<file path="src/design/mht_pkg.sv">
// shared types, byte codes and character classes for the mail header tokenizer
// no dependencies; used by mht_step, mht_outbuf and mail_header_tokenizer_top
package mht_pkg;

    // result kinds
    localparam logic [2:0] K_TEXT     = 3'd0;
    localparam logic [2:0] K_ATOM_END = 3'd1;
    localparam logic [2:0] K_QSTR_END = 3'd2;
    localparam logic [2:0] K_SPECIAL  = 3'd3;
    localparam logic [2:0] K_ERROR    = 3'd4;
    localparam logic [2:0] K_END      = 3'd5;

    // scan modes
    localparam logic [1:0] MODE_IDLE = 2'd0;
    localparam logic [1:0] MODE_ATOM = 2'd1;
    localparam logic [1:0] MODE_QSTR = 2'd2;

    // configuration register indexes
    localparam logic CFG_DOT   = 1'b0;
    localparam logic CFG_EQUAL = 1'b1;

    // byte codes
    localparam logic [7:0] CH_CR    = 8'h0d;
    localparam logic [7:0] CH_LF    = 8'h0a;
    localparam logic [7:0] CH_LPAR  = 8'h28;
    localparam logic [7:0] CH_RPAR  = 8'h29;
    localparam logic [7:0] CH_DQUOT = 8'h22;
    localparam logic [7:0] CH_BSL   = 8'h5c;
    localparam logic [7:0] CH_DOT   = 8'h2e;
    localparam logic [7:0] CH_EQUAL = 8'h3d;

    // result list size; one byte causes at most three results
    localparam int MAX_RES = 4;

    typedef struct packed {
        logic [1:0] mode;
        logic       esc;     // escape pending inside a comment
        logic       qp;      // quoted pair pending
        logic       cr;      // carriage return held
    } scan_state_t;

    typedef struct packed {
        logic [2:0] kind;
        logic [7:0] value;
        logic       final_res;
    } res_t;

    typedef struct packed {
        res_t [MAX_RES-1:0] ent;
        logic [2:0]         cnt;
    } res_list_t;

    // space, tab, lf, vt, ff, cr
    function automatic logic is_space(input logic [7:0] c);
        return c inside {8'h20, 8'h09, 8'h0a, 8'h0b, 8'h0c, 8'h0d};
    endfunction

    // ( ) < > [ ] : ; @ \ , nul, plus optional dot and equals
    function automatic logic special_char(input logic [7:0] c, input logic dot,
                                          input logic eq);
        if (c inside {8'h00, 8'h28, 8'h29, 8'h3c, 8'h3e, 8'h5b, 8'h5d,
                      8'h3a, 8'h3b, 8'h40, 8'h5c, 8'h2c}) begin
            return 1'b1;
        end
        if (c == CH_DOT) begin
            return dot;
        end
        if (c == CH_EQUAL) begin
            return eq;
        end
        return 1'b0;
    endfunction

endpackage

</file>
<file path="src/design/mail_header_tokenizer_top.sv">
// Mail header tokenizer: byte-stream scanner for header text.
// Input channel (s_): one header byte per beat with an end-of-buffer flag.
// Output channel (m_): one result per beat: kind, value and a final flag on
// the last result of a buffer. Config port: cfg_we with cfg_index 0 sets
// dot-is-special, index 1 sets equals-is-special; write only when idle.
// Path: a byte accepted on s_ is held in the input register, scanned
// combinationally out of it, and its results are loaded into the result
// register that drives m_.
// Throughput: one byte per cycle while each byte gives at most one result
// and m_ready stays high; a byte that gives more than one result keeps the
// next result-giving byte waiting until the result register, with its single
// output beat per cycle, has handed all of its results out. Bytes giving no result are scanned even while it is busy.
// Reset (aresetn low, synchronous): scan state, comment depth, config and
// both channel registers clear. When the receiver stalls, the result
// register holds, then the input register fills and s_ready drops.
// depends on mht_pkg, mht_step, mht_outbuf
module mail_header_tokenizer_top #(
    parameter int MAX_COMMENT_DEPTH = 255
) (
    input  logic       aclk,
    input  logic       aresetn,
    input  logic       s_valid,
    output logic       s_ready,
    input  logic [7:0] s_in_byte,
    input  logic       s_end_of_buffer,
    output logic       m_valid,
    input  logic       m_ready,
    output logic [2:0] m_kind,
    output logic [7:0] m_value,
    output logic       m_final_res,
    input  logic       cfg_we,
    input  logic       cfg_index,
    input  logic       cfg_data
);

    localparam int LVL_W = $clog2(MAX_COMMENT_DEPTH + 1);

    logic                 dot_reg;
    logic                 eq_reg;
    logic                 in_valid_reg;
    logic [7:0]           in_byte_reg;
    logic                 in_last_reg;
    mht_pkg::scan_state_t st_reg;
    mht_pkg::scan_state_t st_next;
    logic [LVL_W-1:0]     lvl_reg;
    logic [LVL_W-1:0]     lvl_next;
    mht_pkg::res_list_t   rlist;
    logic                 ob_free;
    logic                 consume;
    logic                 load;

    // scan the held byte once the result register can take its results
    assign consume = in_valid_reg && (rlist.cnt == 3'd0 || ob_free);
    assign load    = consume && rlist.cnt != 3'd0;
    assign s_ready = !in_valid_reg || consume;

    // configuration registers
    always_ff @(posedge aclk) begin
        if (!aresetn) begin
            dot_reg <= 1'b0;
            eq_reg  <= 1'b0;
        end else if (cfg_we) begin
            case (cfg_index)
                mht_pkg::CFG_DOT:   dot_reg <= cfg_data;
                mht_pkg::CFG_EQUAL: eq_reg  <= cfg_data;
                default:            dot_reg <= dot_reg;
            endcase
        end
    end

    // input register
    always_ff @(posedge aclk) begin
        if (!aresetn) begin
            in_valid_reg <= 1'b0;
        end else if (s_ready) begin
            in_valid_reg <= s_valid;
        end
    end

    always_ff @(posedge aclk) begin
        if (s_valid && s_ready) begin
            in_byte_reg <= s_in_byte;
            in_last_reg <= s_end_of_buffer;
        end
    end

    // scan state
    always_ff @(posedge aclk) begin
        if (!aresetn) begin
            st_reg  <= '0;
            lvl_reg <= '0;
        end else if (consume) begin
            st_reg  <= st_next;
            lvl_reg <= lvl_next;
        end
    end

    mht_step #(
        .MAX_DEPTH (MAX_COMMENT_DEPTH)
    ) u_step (
        .in_byte     (in_byte_reg),
        .last        (in_last_reg),
        .dot_special (dot_reg),
        .eq_special  (eq_reg),
        .st          (st_reg),
        .lvl         (lvl_reg),
        .st_next     (st_next),
        .lvl_next    (lvl_next),
        .rlist       (rlist)
    );

    mht_outbuf u_outbuf (
        .aclk        (aclk),
        .aresetn     (aresetn),
        .load        (load),
        .rlist       (rlist),
        .free        (ob_free),
        .m_valid     (m_valid),
        .m_ready     (m_ready),
        .m_kind      (m_kind),
        .m_value     (m_value),
        .m_final_res (m_final_res)
    );

    // comment depth stays within its limit
    a_depth_limit: assert property (@(posedge aclk) disable iff (!aresetn)
        lvl_reg <= LVL_W'(MAX_COMMENT_DEPTH))
        else $error("comment depth above limit");

    // a held cr only exists inside a quoted string
    a_cr_in_qstr: assert property (@(posedge aclk) disable iff (!aresetn)
        st_reg.cr |-> st_reg.mode == mht_pkg::MODE_QSTR)
        else $error("cr held outside quoted string");

    // scanning the last byte of a buffer returns the scanner to rest
    a_buffer_end: assert property (@(posedge aclk) disable iff (!aresetn)
        (consume && in_last_reg) |=> (st_reg == '0 && lvl_reg == '0))
        else $error("state not cleared at buffer end");

endmodule

</file>
<file path="src/design/mht_step.sv">
// combinational scan of one header byte: next state and the list of results
// depends on mht_pkg
module mht_step #(
    parameter int MAX_DEPTH = 255,
    localparam int LVL_W = $clog2(MAX_DEPTH + 1)
) (
    input  logic [7:0]                in_byte,
    input  logic                      last,
    input  logic                      dot_special,
    input  logic                      eq_special,
    input  mht_pkg::scan_state_t      st,
    input  logic [LVL_W-1:0]          lvl,
    output mht_pkg::scan_state_t      st_next,
    output logic [LVL_W-1:0]          lvl_next,
    output mht_pkg::res_list_t        rlist
);

    typedef struct packed {
        logic       emit;
        logic [2:0] kind;
        logic [7:0] value;
        logic       qp;
        logic       close;
    } plain_t;

    // append one result, dropping anything past the list size
    function automatic mht_pkg::res_list_t push(input mht_pkg::res_list_t l,
                                                input logic [2:0] kind,
                                                input logic [7:0] value);
        mht_pkg::res_list_t r;
        r = l;
        if (r.cnt < 3'(mht_pkg::MAX_RES)) begin
            r.ent[r.cnt[1:0]].kind      = kind;
            r.ent[r.cnt[1:0]].value     = value;
            r.ent[r.cnt[1:0]].final_res = 1'b0;
            r.cnt = r.cnt + 3'd1;
        end
        return r;
    endfunction

    // ordinary byte inside a quoted string
    function automatic plain_t qstr_plain(input logic [7:0] c, input logic qp);
        plain_t p;
        p = '0;
        if (qp) begin
            p.emit  = 1'b1;
            p.kind  = mht_pkg::K_TEXT;
            p.value = c;
        end else if (c == mht_pkg::CH_BSL) begin
            p.qp = 1'b1;
        end else if (c == mht_pkg::CH_DQUOT) begin
            p.emit  = 1'b1;
            p.kind  = mht_pkg::K_QSTR_END;
            p.close = 1'b1;
        end else begin
            p.emit  = 1'b1;
            p.kind  = mht_pkg::K_TEXT;
            p.value = c;
        end
        return p;
    endfunction

    logic   term;
    logic   do_idle;
    logic   done;
    logic   [1:0] fidx;
    plain_t pr;

    always_comb begin
        st_next  = st;
        lvl_next = lvl;
        rlist    = '0;
        do_idle  = 1'b0;
        done     = 1'b0;
        pr       = '0;
        fidx     = '0;
        term     = mht_pkg::is_space(in_byte) || in_byte == mht_pkg::CH_LPAR ||
                   in_byte == mht_pkg::CH_DQUOT ||
                   mht_pkg::special_char(in_byte, dot_special, eq_special);

        // per-mode handling of the byte
        case (st.mode)
            mht_pkg::MODE_ATOM: begin
                if (term) begin
                    rlist = push(rlist, mht_pkg::K_ATOM_END, 8'h00);
                    st_next.mode = mht_pkg::MODE_IDLE;
                    do_idle = 1'b1;
                end else begin
                    rlist = push(rlist, mht_pkg::K_TEXT, in_byte);
                end
            end
            mht_pkg::MODE_QSTR: begin
                // resolve a held cr first
                if (st.cr) begin
                    st_next.cr = 1'b0;
                    if (in_byte == mht_pkg::CH_LF) begin
                        done = 1'b1;
                        if (st_next.qp) begin
                            st_next.qp = 1'b0;
                            rlist = push(rlist, mht_pkg::K_TEXT, mht_pkg::CH_BSL);
                        end
                    end else begin
                        pr = qstr_plain(mht_pkg::CH_CR, st_next.qp);
                        if (pr.emit) begin
                            rlist = push(rlist, pr.kind, pr.value);
                        end
                        st_next.qp = pr.qp;
                        if (pr.close) begin
                            st_next.mode = mht_pkg::MODE_IDLE;
                        end
                    end
                end
                if (!done) begin
                    if (in_byte == mht_pkg::CH_CR) begin
                        st_next.cr = 1'b1;
                    end else begin
                        pr = qstr_plain(in_byte, st_next.qp);
                        if (pr.emit) begin
                            rlist = push(rlist, pr.kind, pr.value);
                        end
                        st_next.qp = pr.qp;
                        if (pr.close) begin
                            st_next.mode = mht_pkg::MODE_IDLE;
                        end
                    end
                end
            end
            default: begin
                st_next.mode = mht_pkg::MODE_IDLE;
                do_idle = 1'b1;
            end
        endcase

        // between tokens: comments, whitespace, specials, token starts
        if (do_idle) begin
            if (lvl != '0) begin
                if (st.esc) begin
                    st_next.esc = 1'b0;
                end else if (in_byte == mht_pkg::CH_BSL) begin
                    st_next.esc = 1'b1;
                end else if (in_byte == mht_pkg::CH_RPAR) begin
                    lvl_next = lvl - LVL_W'(1);
                end else if (in_byte == mht_pkg::CH_LPAR) begin
                    if (lvl < LVL_W'(MAX_DEPTH)) begin
                        lvl_next = lvl + LVL_W'(1);
                    end
                end
            end else if (in_byte == mht_pkg::CH_LPAR) begin
                lvl_next = LVL_W'(1);
            end else if (mht_pkg::is_space(in_byte)) begin
                lvl_next = lvl;
            end else if (mht_pkg::special_char(in_byte, dot_special, eq_special)) begin
                rlist = push(rlist, mht_pkg::K_SPECIAL, in_byte);
            end else if (in_byte == mht_pkg::CH_DQUOT) begin
                st_next.mode = mht_pkg::MODE_QSTR;
            end else begin
                rlist = push(rlist, mht_pkg::K_TEXT, in_byte);
                st_next.mode = mht_pkg::MODE_ATOM;
            end
        end

        // buffer end: close out, flag the last result, clear state
        if (last) begin
            case (st_next.mode)
                mht_pkg::MODE_ATOM: begin
                    rlist = push(rlist, mht_pkg::K_ATOM_END, 8'h00);
                    rlist = push(rlist, mht_pkg::K_END, 8'h00);
                end
                mht_pkg::MODE_QSTR: begin
                    if (st_next.cr) begin
                        pr = qstr_plain(mht_pkg::CH_CR, st_next.qp);
                        if (pr.emit) begin
                            rlist = push(rlist, pr.kind, pr.value);
                        end
                    end
                    rlist = push(rlist, mht_pkg::K_ERROR, 8'h00);
                end
                default: begin
                    if (lvl_next != '0) begin
                        rlist = push(rlist, mht_pkg::K_ERROR, 8'h00);
                    end else begin
                        rlist = push(rlist, mht_pkg::K_END, 8'h00);
                    end
                end
            endcase
            if (rlist.cnt != 3'd0) begin
                fidx = 2'(rlist.cnt - 3'd1);
                rlist.ent[fidx].final_res = 1'b1;
            end
            st_next  = '0;
            lvl_next = '0;
        end
    end

endmodule

</file>
<file path="src/design/mht_outbuf.sv">
// result register: holds the results of one byte and hands them out one beat each
// depends on mht_pkg
module mht_outbuf (
    input  logic                aclk,
    input  logic                aresetn,
    input  logic                load,
    input  mht_pkg::res_list_t  rlist,
    output logic                free,
    output logic                m_valid,
    input  logic                m_ready,
    output logic [2:0]          m_kind,
    output logic [7:0]          m_value,
    output logic                m_final_res
);

    mht_pkg::res_list_t list_reg;
    logic [1:0]         idx_reg;
    logic               valid_reg;
    logic               at_last;
    logic               beat;

    assign at_last     = {1'b0, idx_reg} == (list_reg.cnt - 3'd1);
    assign beat        = valid_reg && m_ready;
    assign free        = !valid_reg || (m_ready && at_last);
    assign m_valid     = valid_reg;
    assign m_kind      = list_reg.ent[idx_reg].kind;
    assign m_value     = list_reg.ent[idx_reg].value;
    assign m_final_res = list_reg.ent[idx_reg].final_res;

    // control: load a new list or step through the current one
    always_ff @(posedge aclk) begin
        if (!aresetn) begin
            valid_reg <= 1'b0;
            idx_reg   <= '0;
        end else if (load) begin
            valid_reg <= 1'b1;
            idx_reg   <= '0;
        end else if (beat) begin
            if (at_last) begin
                valid_reg <= 1'b0;
            end
            idx_reg <= idx_reg + 2'd1;
        end
    end

    // payload
    always_ff @(posedge aclk) begin
        if (load) begin
            list_reg <= rlist;
        end
    end

endmodule
</file>
<file path="config.mk">
export PLATFORM = sky130hd
export DESIGN_NAME = mail_header_tokenizer_top
export DESIGN_NICKNAME = d
export VERILOG_FILES = /design/src/design/mht_pkg.sv /design/src/design/mail_header_tokenizer_top.sv /design/src/design/mht_step.sv /design/src/design/mht_outbuf.sv
export SDC_FILE = /design/constraint.sdc
export NUM_CORES = 1
export LEC_CHECK = 0
export BUFFER_PORTS_ARGS = -buffer_cell sky130_fd_sc_hd__buf_2
export CORE_AREA = 10 10 92 174
export CTS_BUF_LIST = sky130_fd_sc_hd__clkbuf_16
export DETAILED_ROUTE_END_ITERATION = 10
export DIE_AREA = 0 0 102 184
export PLACE_DENSITY = 0.67
export SLEW_MARGIN = 10
export SYNTH_ARGS = -nofsm -noshare
export SYNTH_HDL_FRONTEND = slang
export SYNTH_SLANG_ARGS = --single-unit
</file>
<file path="constraint.sdc">
create_clock -name aclk -period 18.7 [get_ports aclk]
set_input_delay 4.675 -clock aclk [delete_from_list [all_inputs] [get_ports aclk]]
set_output_delay 4.675 -clock aclk [all_outputs]
set_load 0.005 [all_outputs]
</file>
==> flow_summary.toml <==
[status]
status = "completed"

[synth]
synthAdderAreaFrac_pct = 4.74
synth_compound_area_share_pct = 23.4
syn_area_per_cell_um2 = 9.29
muxShareOfSynthArea_pct = 5.39
synth_flop_cell = "edfxtp_1"
yosys_warnings = 0
synth_top_family_by_area = "compound AO/OA/AOI/OAI gates"
seq_area_frac_synth_pct = 37.6
ys_types = 87
syn_inst = 625
async_flop_share_pct = 0
synth_seq_cells = 79
synth_edf_count = 60
synth-simple-area-share_pct = 22.0
syn_area_mm2 = 0.00581
syn_nets = 663
synth_xor_area_share_pct = 0.905

[critical_path]
r2r_cells = 17
required_ns = 14.03
crit_type = "register to output port"
cp-start-kind = "register"
cp_max_fo = 19
arrival_ns = 6.37
end_kind = "output port"

[floorplanning]
dieArea_mm2 = 0.0188
die_y_um = 184
dieWidth_um = 102
rows = 59
start_util_pct = 44.2
coreArea_mm2 = 0.0131
ioPinCount = 30

[job]
maxCapViolations = 0

[pwr]
power.density_mw_per_mm2 = 76.4
p_comb_share_pct = 17.4
p_clk_share_pct = 38.4
netSwitchingFraction_pct = 29.0
seqPwrFrac_pct = 44.3
power.switching_mw = 0.139
peakVddDrop_uv = 45.3
internal_power_mw = 0.342
p_leak_nw = 2.29

[clock_network]
h-tree-depth = 3
clkSlewWorstSetupHoldPaths_ns = 0.06
hold_buffers = 0
insertion_delay_ns = 0.34
cts_setup_buffers = 0
cts_tree = "built"
cts.repair.resized = 0
cts_buffers = 9
cts.sinks = 79
clockBufferDepth = 2
cts_root_buf = "clkbuf_16"

[sta]
maxSlewViolCount = 0
worst_pin_slew_ns = 1.13
rsz0062_at_grt = "no"
finalHoldViolations = 0
finalSetupViolCount = 0
fmaxAchievable_mhz = 90.5
setup-tns-final_ns = 0
post-route-period-util_pct = 59.1
maxSlewHeadroom_pct = 24.0
skew_ns = 0.00805
fin_crit_ns = 11.05

[grt]
grt_use_total_pct = 20.1
grt_pass1_wl_um = 29000
grt_pass1_vias = 5139
antenna_found_initial = 0
grt_max_degree = 52
grt-ovfl-total = 0

[cells_and_area]
fill_cells = 1272
drive_gt1_share_pct = 14.2
largest_reg_flops = 51
seqCellArea_mm2 = 0.00218
area_delta_synth_final_pct = 8.51
multi_input_area_mm2 = 0.00329
utilization_pct = 48.0
n_antenna_cell = 0
fin_nets = 666

[placement]
hpwl_um = 14200
place_congestion = 0.976
io_buffers = 29

[detailed_routing]
drt-initial-drc-count = 510
vias = 5252
drc = 0
antenna_left = 0
routed_wl_um = 18600
wl_per_cell_um = 23.7
viasPerCell = 6.69
dr.pass1.iters = 5

[worst_hold_path]
hold_path.class = "register to register"
min_path_cells = 2
==> critical path, cell delays in order (launching register included) <==
cell,delay (ns)
edfxtp_1,0.63
nor3b_1,0.41
nand3_1,0.19
o21ai_0,0.30
inv_1,0.13
ha_1,0.29
a311o_1,0.47
ha_1,0.47
nand4b_1,0.67
a32o_1,0.54
ha_1,0.30
nand2b_1,0.05
a21oi_1,0.14
a21oi_1,0.06
o21ai_0,0.25
a32o_1,0.34
nand3_2,0.27
a31o_2,0.34
nand2_1,0.06
buf_2,0.11
==> path summary, 6_finish.rpt <==
path | start | to | slack (ns)
worst max register to register | in_byte_reg[0] | u_outbuf.list_reg[14] | 11.91
worst max-delay path | in_byte_reg[0] | s_ready | 7.65
worst min-delay path | eq_reg | eq_reg | 0.49
worst min register to register | eq_reg | eq_reg | 0.49
==> routing by layer <==
layer,routed length (um),global-route usage [%]
met3,785,2.97
met5,0,0
met1,6690,21.1
met4,1210,13.2
met2,9900,35.7
==> power by group through the flow <==
stage / combinational, mW / sequential [mW] / clock, mW
floorplan: 0.0603 / 0.212 / 0
global placement: 0.0810 / 0.216 / 0
detailed placement: 0.0817 / 0.217 / 0
CTS: 0.0821 / 0.213 / 0.187
global route: 0.0907 / 0.215 / 0.194
finish: 0.0836 / 0.213 / 0.185
==> per-stage QoR <==
| step | cells | setup slack (ns) | area (um^2) | hold slack, ns | power (mW) |
|---|---|---|---|---|---|
| after floorplan | 625 | 8.65 | 5810 | 0.437 | 0.272 |
| after global placement | 769 | 8.39 | 5990 | 0.481 | 0.297 |
| after detailed placement | 769 | 8.24 | 5990 | 0.487 | 0.299 |
| after CTS | 785 | 7.86 | 6300 | 0.495 | 0.482 |
| after global routing | 785 | 7.25 | 6300 | 0.526 | 0.500 |
| final | 785 | 7.65 | 6300 | 0.490 | 0.481 |
==> cell usage after synthesis (4+ instances only) <==
cell type | count | area, um^2
a211oi_1 | 6 | 45.0
a21boi_0 | 4 | 30.0
a21o_1 | 6 | 45.0
a21oi_1 | 29 | 145
a22o_1 | 4 | 35.0
a31o_2 | 4 | 35.0
a31oi_1 | 11 | 68.8
a32o_1 | 13 | 130
and2_1 | 8 | 50.1
and3_1 | 10 | 62.6
and4_1 | 4 | 35.0
buf_1 | 5 | 18.8
buf_6 | 5 | 56.3
clkbuf_1 | 29 | 109
dfxtp_1 | 19 | 380
edfxtp_1 | 60 | 1800
ha_1 | 22 | 275
inv_1 | 34 | 128
mux4_2 | 12 | 270
nand2_1 | 49 | 184
nand2b_1 | 13 | 81.3
nand3_1 | 30 | 150
nand3b_1 | 4 | 30.0
nand4_1 | 10 | 62.6
nand4b_1 | 4 | 35.0
nor2_1 | 52 | 195
nor2b_1 | 7 | 43.8
nor3_1 | 15 | 75.1
nor3b_1 | 4 | 30.0
o211ai_1 | 5 | 37.5
o21a_1 | 4 | 30.0
o21ai_0 | 30 | 150
o221ai_1 | 4 | 35.0
o22ai_1 | 4 | 25.0
o31ai_1 | 7 | 52.6
or2_2 | 7 | 43.8
or3_1 | 4 | 25.0
or4_1 | 4 | 30.0
xnor2_1 | 4 | 35.0
==> cells in the final DEF, fill, tap and decap left out, types with 6 or more instances in the layout <==
cell type	instances
a211oi_1	6
a21o_1	6
a21oi_1	29
a31oi_1	11
a32o_1	13
and2_1	8
and3_1	10
buf_2	29
buf_4	6
clkbuf_16	9
dfxtp_1	19
edfxtp_1	60
ha_1	22
inv_1	34
mux4_2	12
nand2_1	49
nand2b_1	13
nand3_1	30
nand4_1	10
nor2_1	51
nor2b_1	7
nor3_1	15
o21ai_0	30
o31ai_1	7
or2_2	7
==> kinds of logic after synthesis <==
| kind of cell | after synthesis |
|---|---|
| and+or+nand+nor | 240 |
| AOI/OAI and AO/OA | 182 |
| buffers and inverters | 80 |
| DFF | 79 |
| adders and majority gates | 22 |
| muxes | 16 |
| xor gates and xnor gates | 6 |
==> cell type report <==
| cell class | count | area share (%) |
|---|---|---|
| repair buffers | 35 | 3.02 |
| well taps | 152 | 3.02 |
| flip-flops and latches | 79 | 34.6 |
| multi-input cells | 466 | 52.1 |
| clock buffers | 9 | 3.57 |
| clock inverters | 7 | 1.39 |
| inverters | 37 | 2.24 |
Note: power is estimated with default switching activity, not from simulation.
